[src/design/orf_pkg.sv]
// Shared types, constants and command codes of the overwriting ring FIFO.
package orf_pkg;

  localparam int unsigned DEPTH_DEF = 16;
  localparam int unsigned WIDTH_DEF = 32;
  localparam int unsigned CMD_W     = 2;
  localparam int unsigned DATA_W    = 32;
  localparam int unsigned COUNT_W   = 5;

  typedef enum logic [CMD_W-1:0] {
    CMD_PUT   = 2'd0,
    CMD_GET   = 2'd1,
    CMD_CLEAR = 2'd2
  } orf_cmd_e;

  // Decoded operation handed from the controller to the datapath.
  typedef struct packed {
    logic load;
    logic put;
    logic get;
    logic clr;
  } orf_ctrl_t;

  // Result payload as driven by the datapath.
  typedef struct packed {
    logic [DATA_W-1:0]  data_out;
    logic               data_valid;
    logic               dropped_oldest;
    logic               is_empty;
    logic               is_full;
    logic [COUNT_W-1:0] fill_count;
  } orf_rsp_t;

endpackage

[src/design/orf_if.sv]
// Request and response channel interfaces of the overwriting ring FIFO.
interface orf_req_if;
  import orf_pkg::*;

  logic              valid;
  logic              ready;
  logic [CMD_W-1:0]  cmd;
  logic [DATA_W-1:0] data_in;

  modport source (output valid, output cmd, output data_in, input ready);
  modport sink   (input valid, input cmd, input data_in, output ready);
endinterface

interface orf_rsp_if;
  import orf_pkg::*;

  logic               valid;
  logic               ready;
  logic [DATA_W-1:0]  data_out;
  logic               data_valid;
  logic               dropped_oldest;
  logic               is_empty;
  logic               is_full;
  logic [COUNT_W-1:0] fill_count;

  modport source (output valid, output data_out, output data_valid, output dropped_oldest,
                  output is_empty, output is_full, output fill_count, input ready);
  modport sink   (input valid, input data_out, input data_valid, input dropped_oldest,
                  input is_empty, input is_full, input fill_count, output ready);
endinterface

[src/design/overwrite_ring_fifo.sv]
// Top level of the overwriting ring FIFO: controller, datapath and assertions.
//
//   channel   dir   handshake          payload
//   req_i     in    valid / ready      cmd, data_in
//   rsp_o     out   valid / ready      data_out, data_valid, dropped_oldest,
//                                      is_empty, is_full, fill_count
//
// Each request transaction yields its response in the cycle after acceptance,
// taken from the registered read port of the slot memory.
// A new request is accepted in the same cycle in which the previous response is
// taken, so one transaction per cycle is sustained while the consumer keeps up.
// A stall on rsp_o holds the response and blocks req_i until the response drains.
// Reset clears the pointers, the full flag and the handshake state; there is no
// clearing pass, since data_out is forced to zero unless a get returned a stored word.
module overwrite_ring_fifo #(
  parameter int unsigned DEPTH = orf_pkg::DEPTH_DEF,
  parameter int unsigned WIDTH = orf_pkg::WIDTH_DEF
) (
  input logic    clk_i,
  input logic    rst_ni,
  orf_req_if.sink   req_i,
  orf_rsp_if.source rsp_o
);
  import orf_pkg::*;

  orf_ctrl_t ctrl;
  orf_rsp_t  rsp;

  // The controller owns the handshake and decodes the command of each transaction.
  orf_ctrl u_ctrl (
    .clk_i       (clk_i),
    .rst_ni      (rst_ni),
    .in_valid_i  (req_i.valid),
    .cmd_i       (req_i.cmd),
    .in_ready_o  (req_i.ready),
    .out_valid_o (rsp_o.valid),
    .out_ready_i (rsp_o.ready),
    .ctrl_o      (ctrl)
  );

  // The datapath updates pointers and memory as each accepted transaction requires and
  // holds the response fields until the next one.
  orf_dp #(
    .DEPTH (DEPTH),
    .WIDTH (WIDTH)
  ) u_dp (
    .clk_i     (clk_i),
    .rst_ni    (rst_ni),
    .ctrl_i    (ctrl),
    .data_in_i (req_i.data_in),
    .rsp_o     (rsp)
  );

  assign rsp_o.data_out       = rsp.data_out;
  assign rsp_o.data_valid     = rsp.data_valid;
  assign rsp_o.dropped_oldest = rsp.dropped_oldest;
  assign rsp_o.is_empty       = rsp.is_empty;
  assign rsp_o.is_full        = rsp.is_full;
  assign rsp_o.fill_count     = rsp.fill_count;

  // A get from a full buffer always returns a stored word.
  a_get_full_valid : assert property (@(posedge clk_i) disable iff (!rst_ni)
    (req_i.valid && req_i.ready && req_i.cmd == CMD_GET && rsp.is_full)
      |=> rsp.data_valid)
    else $error("get from full buffer did not return a word");

  // A put into a full buffer drops the oldest entry and leaves the buffer full.
  a_put_full_drop : assert property (@(posedge clk_i) disable iff (!rst_ni)
    (req_i.valid && req_i.ready && req_i.cmd == CMD_PUT && rsp.is_full)
      |=> (rsp.dropped_oldest && rsp.is_full))
    else $error("put into full buffer did not drop the oldest entry");

  // A clear always leaves an empty buffer.
  a_clear_empty : assert property (@(posedge clk_i) disable iff (!rst_ni)
    (req_i.valid && req_i.ready && req_i.cmd == CMD_CLEAR) |=> rsp.is_empty)
    else $error("clear did not empty the buffer");

  // Empty and full never hold together.
  a_empty_full : assert property (@(posedge clk_i) disable iff (!rst_ni)
    !(rsp.is_empty && rsp.is_full))
    else $error("buffer reported both empty and full");

endmodule

[src/design/orf_ctrl.sv]
// Controller of the overwriting ring FIFO: handshake state machine and command decode.
module orf_ctrl (
  input  logic                      clk_i,
  input  logic                      rst_ni,
  input  logic                      in_valid_i,
  input  logic [orf_pkg::CMD_W-1:0] cmd_i,
  output logic                      in_ready_o,
  output logic                      out_valid_o,
  input  logic                      out_ready_i,
  output orf_pkg::orf_ctrl_t        ctrl_o
);
  import orf_pkg::*;

  localparam logic ST_IDLE = 1'b0;
  localparam logic ST_HOLD = 1'b1;

  logic state_q, state_d;
  logic exec;

  // A new transaction is taken whenever the result register is free or drains now.
  assign in_ready_o  = (state_q == ST_IDLE) || out_ready_i;
  assign out_valid_o = (state_q == ST_HOLD);
  assign exec        = in_valid_i && in_ready_o;

  always_comb begin
    state_d = state_q;
    unique case (state_q)
      ST_IDLE: begin
        if (exec) state_d = ST_HOLD;
      end
      ST_HOLD: begin
        if (out_ready_i && !exec) state_d = ST_IDLE;
      end
      default: state_d = ST_IDLE;
    endcase
  end

  // An unknown command only reloads the result flags and changes no state.
  always_comb begin
    ctrl_o      = '0;
    ctrl_o.load = exec;
    unique case (cmd_i)
      CMD_PUT:   ctrl_o.put = exec;
      CMD_GET:   ctrl_o.get = exec;
      CMD_CLEAR: ctrl_o.clr = exec;
      default: ;
    endcase
  end

  always_ff @(posedge clk_i or negedge rst_ni) begin
    if (!rst_ni) begin
      state_q <= ST_IDLE;
    end else begin
      state_q <= state_d;
    end
  end

endmodule

[src/design/orf_dp.sv]
// Datapath of the overwriting ring FIFO: slot memory, pointers, full flag and result register.
module orf_dp #(
  parameter int unsigned DEPTH = orf_pkg::DEPTH_DEF,
  parameter int unsigned WIDTH = orf_pkg::WIDTH_DEF
) (
  input  logic                       clk_i,
  input  logic                       rst_ni,
  input  orf_pkg::orf_ctrl_t         ctrl_i,
  input  logic [orf_pkg::DATA_W-1:0] data_in_i,
  output orf_pkg::orf_rsp_t          rsp_o
);
  import orf_pkg::*;

  localparam int unsigned PW = $clog2(DEPTH);
  localparam int unsigned CW = $clog2(DEPTH + 1);
  localparam logic [PW-1:0] LAST = PW'(DEPTH - 1);

  logic [WIDTH-1:0] mem [DEPTH];
  logic [WIDTH-1:0] rdata_q;
  logic [PW-1:0]    wr_q, wr_d, rd_q, rd_d;
  logic             full_q, full_d;
  logic             valid_q, valid_d;
  logic             drop_q, drop_d;
  logic             empty_cur;
  logic [PW-1:0]    wr_adv, rd_adv;
  logic [63:0]      in_wide, out_wide;
  logic [WIDTH-1:0] wdata;
  logic [CW-1:0]    count;
  logic [31:0]      count_wide;

  assign wr_adv    = (wr_q == LAST) ? '0 : wr_q + PW'(1);
  assign rd_adv    = (rd_q == LAST) ? '0 : rd_q + PW'(1);
  assign empty_cur = !full_q && (wr_q == rd_q);
  assign in_wide   = 64'(data_in_i);
  assign wdata     = in_wide[WIDTH-1:0];

  always_comb begin
    wr_d    = wr_q;
    rd_d    = rd_q;
    full_d  = full_q;
    valid_d = valid_q;
    drop_d  = drop_q;
    if (ctrl_i.load) begin
      valid_d = 1'b0;
      drop_d  = 1'b0;
    end
    if (ctrl_i.put) begin
      wr_d   = wr_adv;
      drop_d = full_q;
      if (full_q) rd_d = rd_adv;
      full_d = (wr_adv == rd_d);
    end else if (ctrl_i.get) begin
      if (!empty_cur) begin
        valid_d = 1'b1;
        full_d  = 1'b0;
        rd_d    = rd_adv;
      end
    end else if (ctrl_i.clr) begin
      wr_d   = rd_q;
      full_d = 1'b0;
    end
  end

  always_ff @(posedge clk_i) begin
    if (ctrl_i.put) mem[wr_q] <= wdata;
    if (ctrl_i.load) rdata_q <= mem[rd_q];
  end

  always_ff @(posedge clk_i or negedge rst_ni) begin
    if (!rst_ni) begin
      wr_q    <= '0;
      rd_q    <= '0;
      full_q  <= 1'b0;
      valid_q <= 1'b0;
      drop_q  <= 1'b0;
    end else begin
      wr_q    <= wr_d;
      rd_q    <= rd_d;
      full_q  <= full_d;
      valid_q <= valid_d;
      drop_q  <= drop_d;
    end
  end

  // Status is taken from the pointers, which stay put until the next transaction.
  always_comb begin
    if (full_q) begin
      count = CW'(DEPTH);
    end else if (wr_q >= rd_q) begin
      count = CW'(wr_q) - CW'(rd_q);
    end else begin
      count = CW'(DEPTH) + CW'(wr_q) - CW'(rd_q);
    end
  end

  assign count_wide = 32'(count);
  assign out_wide   = 64'(rdata_q);

  assign rsp_o.data_out       = valid_q ? out_wide[DATA_W-1:0] : '0;
  assign rsp_o.data_valid     = valid_q;
  assign rsp_o.dropped_oldest = drop_q;
  assign rsp_o.is_empty       = empty_cur;
  assign rsp_o.is_full        = full_q;
  assign rsp_o.fill_count     = count_wide[COUNT_W-1:0];

endmodule
[src/flat_wrapper.sv]
// flat-port wrapper written by rule: the top's interface ports become plain ports
module overwrite_ring_fifo_flat import orf_pkg::*;
#(
  parameter int unsigned DEPTH = orf_pkg::DEPTH_DEF,
  parameter int unsigned WIDTH = orf_pkg::WIDTH_DEF
)
  (clk_i, rst_ni, req_i_valid, req_i_cmd, req_i_data_in, req_i_ready, rsp_o_valid, rsp_o_data_out, rsp_o_data_valid, rsp_o_dropped_oldest, rsp_o_is_empty, rsp_o_is_full, rsp_o_fill_count, rsp_o_ready);
  orf_req_if req_i_i ();
  orf_rsp_if rsp_o_i ();
  input logic clk_i;
  input logic rst_ni;
  input wire logic [$bits(req_i_i.valid)-1:0] req_i_valid;
  input wire logic [$bits(req_i_i.cmd)-1:0] req_i_cmd;
  input wire logic [$bits(req_i_i.data_in)-1:0] req_i_data_in;
  output wire logic [$bits(req_i_i.ready)-1:0] req_i_ready;
  output wire logic [$bits(rsp_o_i.valid)-1:0] rsp_o_valid;
  output wire logic [$bits(rsp_o_i.data_out)-1:0] rsp_o_data_out;
  output wire logic [$bits(rsp_o_i.data_valid)-1:0] rsp_o_data_valid;
  output wire logic [$bits(rsp_o_i.dropped_oldest)-1:0] rsp_o_dropped_oldest;
  output wire logic [$bits(rsp_o_i.is_empty)-1:0] rsp_o_is_empty;
  output wire logic [$bits(rsp_o_i.is_full)-1:0] rsp_o_is_full;
  output wire logic [$bits(rsp_o_i.fill_count)-1:0] rsp_o_fill_count;
  input wire logic [$bits(rsp_o_i.ready)-1:0] rsp_o_ready;
  assign req_i_i.valid = req_i_valid;
  assign req_i_i.cmd = req_i_cmd;
  assign req_i_i.data_in = req_i_data_in;
  assign req_i_ready = req_i_i.ready;
  assign rsp_o_valid = rsp_o_i.valid;
  assign rsp_o_data_out = rsp_o_i.data_out;
  assign rsp_o_data_valid = rsp_o_i.data_valid;
  assign rsp_o_dropped_oldest = rsp_o_i.dropped_oldest;
  assign rsp_o_is_empty = rsp_o_i.is_empty;
  assign rsp_o_is_full = rsp_o_i.is_full;
  assign rsp_o_fill_count = rsp_o_i.fill_count;
  assign rsp_o_i.ready = rsp_o_ready;
  overwrite_ring_fifo #(.DEPTH(DEPTH), .WIDTH(WIDTH)) u_core (.clk_i(clk_i), .rst_ni(rst_ni), .req_i(req_i_i), .rsp_o(rsp_o_i));
endmodule
[config.mk]
export PLATFORM = sky130hd
export DESIGN_NAME = overwrite_ring_fifo_flat
export DESIGN_NICKNAME = d
export VERILOG_FILES = /design/src/design/orf_pkg.sv /design/src/design/orf_if.sv /design/src/design/overwrite_ring_fifo.sv /design/src/design/orf_ctrl.sv /design/src/design/orf_dp.sv /design/src/flat_wrapper.sv
export SDC_FILE = /design/constraint.sdc
export NUM_CORES = 1
export LEC_CHECK = 0
export BUFFER_PORTS_ARGS = -buffer_cell sky130_fd_sc_hd__buf_4
export CORE_ASPECT_RATIO = 0.75
export CORE_MARGIN = 3
export CORE_UTILIZATION = 50
export CTS_CLUSTER_DIAMETER = 60
export DETAILED_ROUTE_END_ITERATION = 12
export PLACE_DENSITY = 0.77
export SYNTH_ARGS = -nofsm -noshare
export SYNTH_HDL_FRONTEND = slang
export SYNTH_HIERARCHICAL = 1
export SYNTH_SLANG_ARGS = --single-unit
export TNS_END_PERCENT = 50
[constraint.sdc]
create_clock -name clk_i -period 5.35 [get_ports clk_i]
set_input_delay 0 -clock clk_i [delete_from_list [all_inputs] [get_ports clk_i]]
set_output_delay 0 -clock clk_i [all_outputs]
set_load 0.05 [all_outputs]
After elaboration in Yosys (flattened, before gate mapping)
Memories as Yosys holds them, arrays and structs flattened. A register that Yosys moved wholly into a read port is not among the register bits.
Index checks and enable logic that the tools add are counted.
Widths: inputs -> output; s select.

storage, ports and cells
  bits of input ports = 38
  memories kept = 1
  memory bits (writable) = 512
  output and inout port bits = 43
  word-level logic and storage cells = 68
  bits in registers = 12

memories
  name             words  width  read ports  clocked after Yosys merged registers in  wr ports  RTL line      source
  u_core.u_dp.mem  16     32     1           1                                        1         orf_dp.sv:18  logic [WIDTH-1:0] mem [DEPTH];

operators by class
  add/subtract/negate cells = 5
  reductions and logical operators = 14
  bitwise logic cells = 1
  equal/unequal tests = 9
  $lt $le $gt $ge = 1
  muxes and demuxes = 31

operators by type and width
  cell                 count
  $mux 4               10
  $mux 32              1
  $mux 1               17
  $mux 5               2
  $add 4x1->4 const B  2
  $eq 4x4->1           2
  $eq 4x4->1 const B   2
  $reduce_and 2->1     3
  $reduce_bool 2->1    3
  $add 5x4->5 const A  1
  $sub 4x4->5          1
  $sub 5x4->5          1
  $ge 4x4->1           1
  $ne 2x1->1 const B   2
  $logic_and 1x1->1    3
  $ne 3x2->1 const B   1
  $reduce_bool 3->1    1
  $eq 2x1->1 const B   1
  $eq 2x2->1 const B   1
  $logic_not 1->1      2
  $logic_not 2->1      1
  $pmux 1 s2           1
  $logic_or 1x1->1     1
  $not 1->1            1

Logic depth before layout (Yosys ltp)
Gate-level depths: netlist of the first run.

  depth in word-level cells = 7
  gate-level depth with buffers = 10
  depth with buffers taken out = 7

Hierarchy
The synthesis of the first run kept the hierarchy.

by module, submodules not included
  module    cells each  area each (µm²)  sequential area each (µm²)  instances
  orf_dp    1,118       21,748.4         16,610.9                    1
  orf_ctrl  8           107.6            25.0                        1

Least setup slack after synthesis of the first run
No wires, ideal clock.

  path type = reg2reg
  from = register u_core.u_ctrl.state_q (netlist: u_core/u_ctrl/out_valid_o)
  to = memory u_core/u_dp/mem[3][0] in the netlist's numbering, enable pin
  library setup time = 0.461 ns
  buffers on the path = 1
  stages on the path, launching flop included = 6
  required time = 4.889 ns
  data arrival time = 3.682 ns
  period minus slack after synthesis = 4.143 ns
  slack = 1.207 ns
  path through = dfrtp_1 > nand2b_4 > nor4bb_4 > clkbuf_1 > nand2_1 > nor3_1

RTL lines
  what                      RTL line        source
  start: declaration        orf_ctrl.sv:17  logic state_q, state_d;
  start signal: assignment  orf_ctrl.sv:54  state_q <= state_d;
  end: declaration          orf_dp.sv:18

Worst setup path after layout of the first run
  from = register u_core.u_dp.rd_q[0]
  to = output rsp_o_fill_count[4]

on the way
  longest elaborated chain between the ends = 3
  elaborated cells on any way between the ends = 5
  those cells by class = add/sub: 2; order compare: 1; mux: 2

RTL lines
  what                                 RTL line            source
  start: declaration                   orf_dp.sv:20        logic [PW-1:0] wr_q, wr_d, rd_q, rd_d;
  start signal: assignment             orf_dp.sv:78        rd_q <= rd_d;
  $sub 5x4->5 (tied with other cells)  orf_dp.sv:92        count = CW'(DEPTH) + CW'(wr_q) - CW'(rd_q);
  $mux 5 (*)                           orf_dp.sv:89        end else if (wr_q >= rd_q) begin
  $mux 5 (*)                           orf_dp.sv:87        if (full_q) begin
  end: declaration                     flat_wrapper.sv:22  output wire logic [$bits(rsp_o_i.fill_count)-1:0] rsp_o_fill_count;

Every way passes the cells marked *; elsewhere a longest branch is shown, timed or not.

==> results of run 1 <==
[cell usage in the layout, fill, tap and decap left out, types with 7 or more instances in the layout]
cell           count
a21oi_1            8
a221oi_1          64
a22oi_1           31
and2_1            33
buf_4             95
clkbuf_1          10
clkbuf_16         51
clkinv_1          12
clkinv_2           7
dfrtp_1           10
dlygate4sd3_1     39
edfxtp_1         544
ha_1               9
mux2i_1          130
mux4_2            64
nand2_1           44
nor2_1            10
nor2_4            15
o21ai_0           39
[cell type report]
type                       instances  area [um2]
timing repair buffer             136        1140
inverter                           8        30.0
tap                              569         712
antenna                            1        2.50
clock buffer                      61        1310
sequential                       556       16600
multi-input combinational        494        4880
clock inverter                    25         176
fill                            3057       17700
[repair_timing]
item | 4_1_cts | 5_1_grt
hold buffers | 39 | 0
endpoints found under the setup margin | 0 | 0
hold endpoints to repair | 532 | 0
[cell families (layout without fill, tap and decap cells)]
logic type | Yosys count | in the layout
compound gates | 154 | 154
xor+xnor | 10 | 10
fa+ha+maj | 10 | 10
buf+inv | 76 | 230
flops | 556 | 556
mux | 197 | 197
other cells | 0 | 1
simple gates | 123 | 123
[per-stage QoR]
stage	hold WS [ns]	cells	instance area (um2)
finish	0.134	1850	24900
CTS	0.0465	1849	24900
floorplan	-0.296	1126	21900
detailed placement	-0.146	1724	23000
global placement	-0.150	1724	23000
global route	0.165	1849	24900
[worst max-delay path by stage]
stage,from,to,slack (ns),cells after the start
6_report,u_core/u_dp/rd_q[0]$_DFFE_PN0P_,rsp_o_fill_count[4],2.41,6
5_1_grt,u_core/u_dp/rd_q[0]$_DFFE_PN0P_,rsp_o_fill_count[4],2.21,6
4_1_cts,u_core/u_dp/rd_q[0]$_DFFE_PN0P_,rsp_o_fill_count[4],2.34,6
3_5_place_dp,u_core/u_ctrl/out_valid_o$_DFF_PN0_,u_core/u_dp/mem[15][20]$_DFFE_PP_,2.27,4
3_3_place_gp,u_core/u_ctrl/out_valid_o$_DFF_PN0_,u_core/u_dp/mem[4][18]$_DFFE_PP_,2.34,4
2_1_floorplan,u_core/u_ctrl/out_valid_o$_DFF_PN0_,u_core/u_dp/mem[3][0]$_DFFE_PP_,1.21,5
[sequential cells by signal, indices dropped and copies added (netlist names)]
| name | count |
|---|---|
| u_core/u_dp/mem | 512 |
| u_core/u_dp/rdata_q | 32 |
| u_core/u_dp/rd_q | 4 |
| u_core/u_dp/wr_q | 4 |
| u_core/u_ctrl/out_valid_o | 1 |
| u_core/u_dp/drop_q | 1 |
| u_core/u_dp/full_q | 1 |
| u_core/u_dp/valid_q | 1 |
[where the power goes]
part	leakage, nW	switching, mW	internal (mW)
sequential	5.05	0.245	5.05
clock	0.722	1.49	1.83
combinational	2.54	2.13	1.44
total	8.31	3.87	8.32
[worst register-to-register path, cell delays in order, from the launching register on]
cell and delay, ns:
dfrtp_4 0.99, buf_12 0.54, mux2i_1 0.29, a221oi_1 0.61, a22oi_1 0.23, nand2_1 0.11
[metal layers]
metal	global-route usage	part of all wire	routed length (um)	up-vias
met4	0.0547	0.024	1100	0
met5	0	0	0	-
li1	-	-	-	4833
met3	0.0437	0.080	3630	88
met1	0.284	0.43	19600	5754
met2	0.309	0.47	21200	458
==> qor.yml, run 1 <==
status: "finished, final reports clean"
worstHoldPathType: "primary input to flip-flop"
dr_total_vias: 11100
clock_path_buffers: 3
synth_compound_area_frac: 0.0513
yosysTopAreaCell: "edfxtp_1"
drive_above_1_share: 0.199
worst_slew_pin_slew_ns: 1.29
muxShareOfSynthArea: 0.127
cp_top_family: "flip-flops"
leakage_nw: 8.31
die_area_um2: 46300
r2r_cells: 5
end_kind: "output pin"
rows: 65
die_h_um: 187
synth_cell_types: 49
holdPathEnd: "u_core/u_dp/full_q$_DFFE_PN0P_"
clkLatencyLatePin_ns: 0.57
drc: 0
overflow: 0
synth-edff-count: 544
netlist.area_leader.share: 0.747
numCtsBuffers: 49
cts_setup_buffers: 0
slowest_delay_ns: 0.99
max_freq_mhz: 340
rr_endpoint: "u_core/u_dp/rdata_q[15]$_DFFE_PP_"
synth-main-ff-cell: "edfxtp_1"
drv_slew: 0
synthToLayoutAreaGrowth_pct: 13.9
ys_seq_area_frac: 0.761
ys_ff_latch: 556
synth_area_leaders: "edfxtp_1 75%, mux4_2 6.6%, mux2i_1 6.0%"
setup_viol: 0
worstPathArrival_ns: 2.94
grt_pass1_wl_um: 69400
synth_area_um2: 21900
synth_xor_area_frac: 0.00401
rsz0062_at_grt: "no"
tritoncts: "done"
crit_required_ns: 5.35
ir_worst_vdd_uv: 406
path_clk_slew_ns: 0.07
core_um2: 42600
drt_iter0_drc: 969
min_from: "rsp_o_ready"
antenna_left: 0
ioPinCount: 81
hold_viol_final: 0
yosysMostFrequentCell: "edfxtp_1"
fin_nets: 1293
fin_util: 0.584
startpoint_type: "flip-flop"
synthCells: 1126
min_path_cells: 5
min_period_ns: 2.94
cts_resized: 0
start_util: 0.513
wire_per_inst_um: 24.6
timing.rr.start: "u_core/u_dp/rd_q[0]$_DFFE_PN0P_"
syn_nets: 1174
netlist_top_cells_count: "544 x edfxtp_1, 130 x mux2i_1, 64 x a221oi_1, 64 x mux4_2, 44 x nand2_1"
p_total_mw: 12.2
fin_ws_ns: 2.41
cts_root_buffer: "clkbuf_16"
cp_cell_sequence: "ha_1, inv_1, fa_1, xnor2_1, a41o_1, buf_4"
dp_hpwl_um: 24400
antenna_found_initial: 0
grt_usage: 0.198
die_w_um: 247
cp_slowest_cell: "dfrtp_4"
viasPerCell: 6.02
p_per_area_nw_per_um2: 490
crit_fanout: 47
portBuffers: 80
gp_congestion: 0.761
async_flop_share: 0.0216
dp_slack_ns: 2.27
synth_area_per_cell_um2: 19.4
first_pass_iters: 7
wl_um: 45500
worst-path-buf-inv: 2
grt_start_max_net_pins: 80
cap_violations: 0
cts_sinks: 556
fin_crit_sh: 0.550
path_class: "flip-flop to output pin"
cts_max_level: 2
setup_tns_ns: 0
fin_skew_ns: 0.00957
r2r_slack_ns: 2.45
synth_fa_ha_area_frac: 0.00607
yosys_warnings: 6
relSlewSlack: 0.137
synth_top_family_by_area: "multiplexers"
grt_pass1_vias: 11400
synthSimpleGateAreaFrac: 0.0294
Note: power is estimated with default switching activity, not from simulation.
==> inputs of run 2 (changes only) <==
--- a/config.mk
+++ b/config.mk
@@ -11,7 +11,7 @@
 export CORE_UTILIZATION = 50
 export CTS_CLUSTER_DIAMETER = 60
 export DETAILED_ROUTE_END_ITERATION = 12
-export PLACE_DENSITY = 0.77
+export PLACE_DENSITY = 0.79
 export SYNTH_ARGS = -nofsm -noshare
 export SYNTH_HDL_FRONTEND = slang
 export SYNTH_HIERARCHICAL = 1
==> constraint.sdc (replaced) <==
create_clock -name clk_i -period 2.4 [get_ports clk_i]
set_input_delay 0 -clock clk_i [delete_from_list [all_inputs] [get_ports clk_i]]
set_output_delay 0 -clock clk_i [all_outputs]
set_load 0.05 [all_outputs]
==> run 2 against run 1 <==
Net effect:
- wire length is 4.8% higher
- global-route usage is 0.93 points higher
- utilization is 1.7 points higher
- flip-flop and latch count stayed put
- count of clock-buffer cells in the layout is 1 higher
- total power is 130% higher
- cell count is 2.9% higher
- hold slack worse by 0.031 ns
- combinational power is 140% higher
==> qor.yml, run 2 (synthesis results as in run 1) <==
num-fill-cells: 3012
drt_iter0_drc: 1129
drc: 0
start_util: 0.513
ir_worst_vdd_uv: 890
clkLatencyLatePin_ns: 0.58
top_register: "u_core/u_dp/mem"
largest_reg_flops: 512
setup_viol: 0
synthToLayoutAreaGrowth_pct: 17.3
end_kind: "output pin"
min_period_ns: 2.28
p_sw_mw: 8.65
cts_root_buffer: "clkbuf_16"
worstHoldPathType: "primary input to flip-flop"
drive_above_1_share: 0.236
fin_crit_sh: 0.949
cts_sinks: 556
grt_start_max_net_pins: 39
p_total_mw: 27.8
gp_congestion: 0.793
worst-path-buf-inv: 3
power.internal_mw: 19.2
ioPinCount: 81
path_clk_slew_ns: 0.06
antenna_left: 0
relSlewSlack: 0.585
overflow: 0
stdcell_count: 1904
rsz0062_at_grt: "no"
reg.largest.list: "u_core/u_dp/mem (512), u_core/u_dp/rdata_q (32)"
worstPathArrival_ns: 2.28
core_um2: 42600
power_switching_share: 0.311
crit_fanout: 5
slowest_delay_ns: 0.42
first_pass_iters: 5
comb_power_share: 0.308
viasPerCell: 5.97
rows: 65
wl_um: 47700
leakage_nw: 8.72
multi_input_area_um2: 4930
worst_slew_pin_slew_ns: 0.621
die_area_um2: 46300
antenna_found_initial: 1
rr_endpoint: "u_core/u_dp/rdata_q[3]$_DFFE_PP_"
tritoncts: "done"
p_per_area_nw_per_um2: 1080
crit_required_ns: 2.40
path_depth: 7
r2r_cells: 6
max_freq_mhz: 439
timing.rr.start: "u_core/u_dp/rd_q[0]$_DFFE_PN0P_"
cp_cell_sequence: "inv_2, ha_1, inv_1, fa_2, xnor2_1, a41o_1, buf_6"
hold_viol_final: 0
wire_per_inst_um: 25.0
fin_nets: 1344
grt_pass1_vias: 11700
cap_violations: 0
seqPwrFrac: 0.413
cts_max_level: 2
crit_end: "rsp_o_fill_count[4]"
r2r_slack_ns: 0.16
mostFrequentLayoutCell: "edfxtp_1"
startpoint_type: "flip-flop"
dr_total_vias: 11400
status: "finished, final reports clean"
die_h_um: 187
grt_usage: 0.207
fin_util: 0.602
p_clk_frac: 0.279
dp_hpwl_um: 26500
cp_top_family: "adder cells"
portBuffers: 80
drv_slew: 0
final_cell_mix: "544 x edfxtp_1, 130 x mux2i_1, 125 x buf_4"
numCtsBuffers: 51
path_class: "flip-flop to output pin"
die_w_um: 247
placedCellCount: 1768
cp-startpoint: "u_core/u_dp/wr_q[0]$_DFFE_PN0P_"
grt_pass1_wl_um: 72000
clock_path_buffers: 3
cp_slowest_cell: "dfrtp_1"
fin_skew_ns: 0.0261
seq_area_um2: 16600
==> run 2: cell types whose count changed in the layout (fill, tap and decap cells not counted), moves of 2 or more <==
cell,change
buf_12,+18
clkinv_2,+2
buf_4,+30
bufinv_16,+2
nand2_1,-4
nand2_4,+4
nor3_4,+2
nor3_2,-2
clkinvlp_4,-2
==> run 2: timing repair <==
item | 4_1_cts | 5_1_grt
cloned | 0 | 0
gates resized for setup | 2 | 1
endpoints found under the hold margin | 530 | 0
setup buffers | 0 | 5
endpoints found under the setup margin | 1 | 1
hold buffers | 39 | 0
==> run 2: worst min-delay path by stage <==
stage	from	endpoint	slack [ns]	cells past startpoint
CTS	rsp_o_ready	u_core/u_dp/full_q$_DFFE_PN0P_	0.09	5
floorplan	rst_ni	u_core/u_ctrl/out_valid_o$_DFF_PN0_	-0.30	0
detailed placement	rst_ni	u_core/u_dp/drop_q$_DFFE_PN0P_	-0.14	1
global placement	rst_ni	u_core/u_dp/drop_q$_DFFE_PN0P_	-0.15	1
global route	rsp_o_ready	u_core/u_dp/full_q$_DFFE_PN0P_	0.16	5
finish	rsp_o_ready	u_core/u_dp/full_q$_DFFE_PN0P_	0.10	5
==> run 2: per-stage QoR <==
| step | setup slack (ns) | hold slack [ns] | instance area (um2) | TNS [ns] |
|---|---|---|---|---|
| after detailed placement | 0.273 | -0.141 | 23600 | 0 |
| after floorplan | -0.128 | -0.296 | 22000 | -8.24 |
| after global routing | 0.00436 | 0.155 | 25600 | 0 |
| after CTS | 0.0605 | 0.0903 | 25600 | 0 |
| final | 0.122 | 0.103 | 25600 | 0 |
| after global placement | 0.329 | -0.147 | 23600 | 0 |
==> run 2: power groups by stage <==
stage	combinational, mW	sequential (mW)	clock [mW]
finish	8.58	11.5	7.76
global route	9.20	11.5	8.28
CTS	8.56	11.5	7.90
detailed placement	8.46	11.7	0
global placement	8.22	11.7	0
floorplan	6.41	11.6	0
==> run 2: layout make-up <==
type | instances | area share
Tap cell | 569 | 0.0278
Antenna cell | 1 | 0.0000976
Sequential cell | 556 | 0.649
Clock buffer | 62 | 0.0522
Timing Repair Buffer | 185 | 0.0679
Clock inverter | 29 | 0.00981
Inverter | 8 | 0.00117
Multi-Input combinational cell | 494 | 0.192
==> run 2: worst min-delay path: cells and delay by family <==
kind	cells	cell delay [ns]
buffers and inverters	1	0.07
AOI/OAI and AO/OA	1	0.08
and+or+nand+nor	3	0.46
==> run 2: routing by layer <==
metal	vias to the layer above	wire, um	global-route usage
met3	81	3460	0.0321
met5	-	0	0
li1	4944	-	-
met2	478	23000	0.331
met4	0	1000	0.0556
met1	5857	20200	0.301
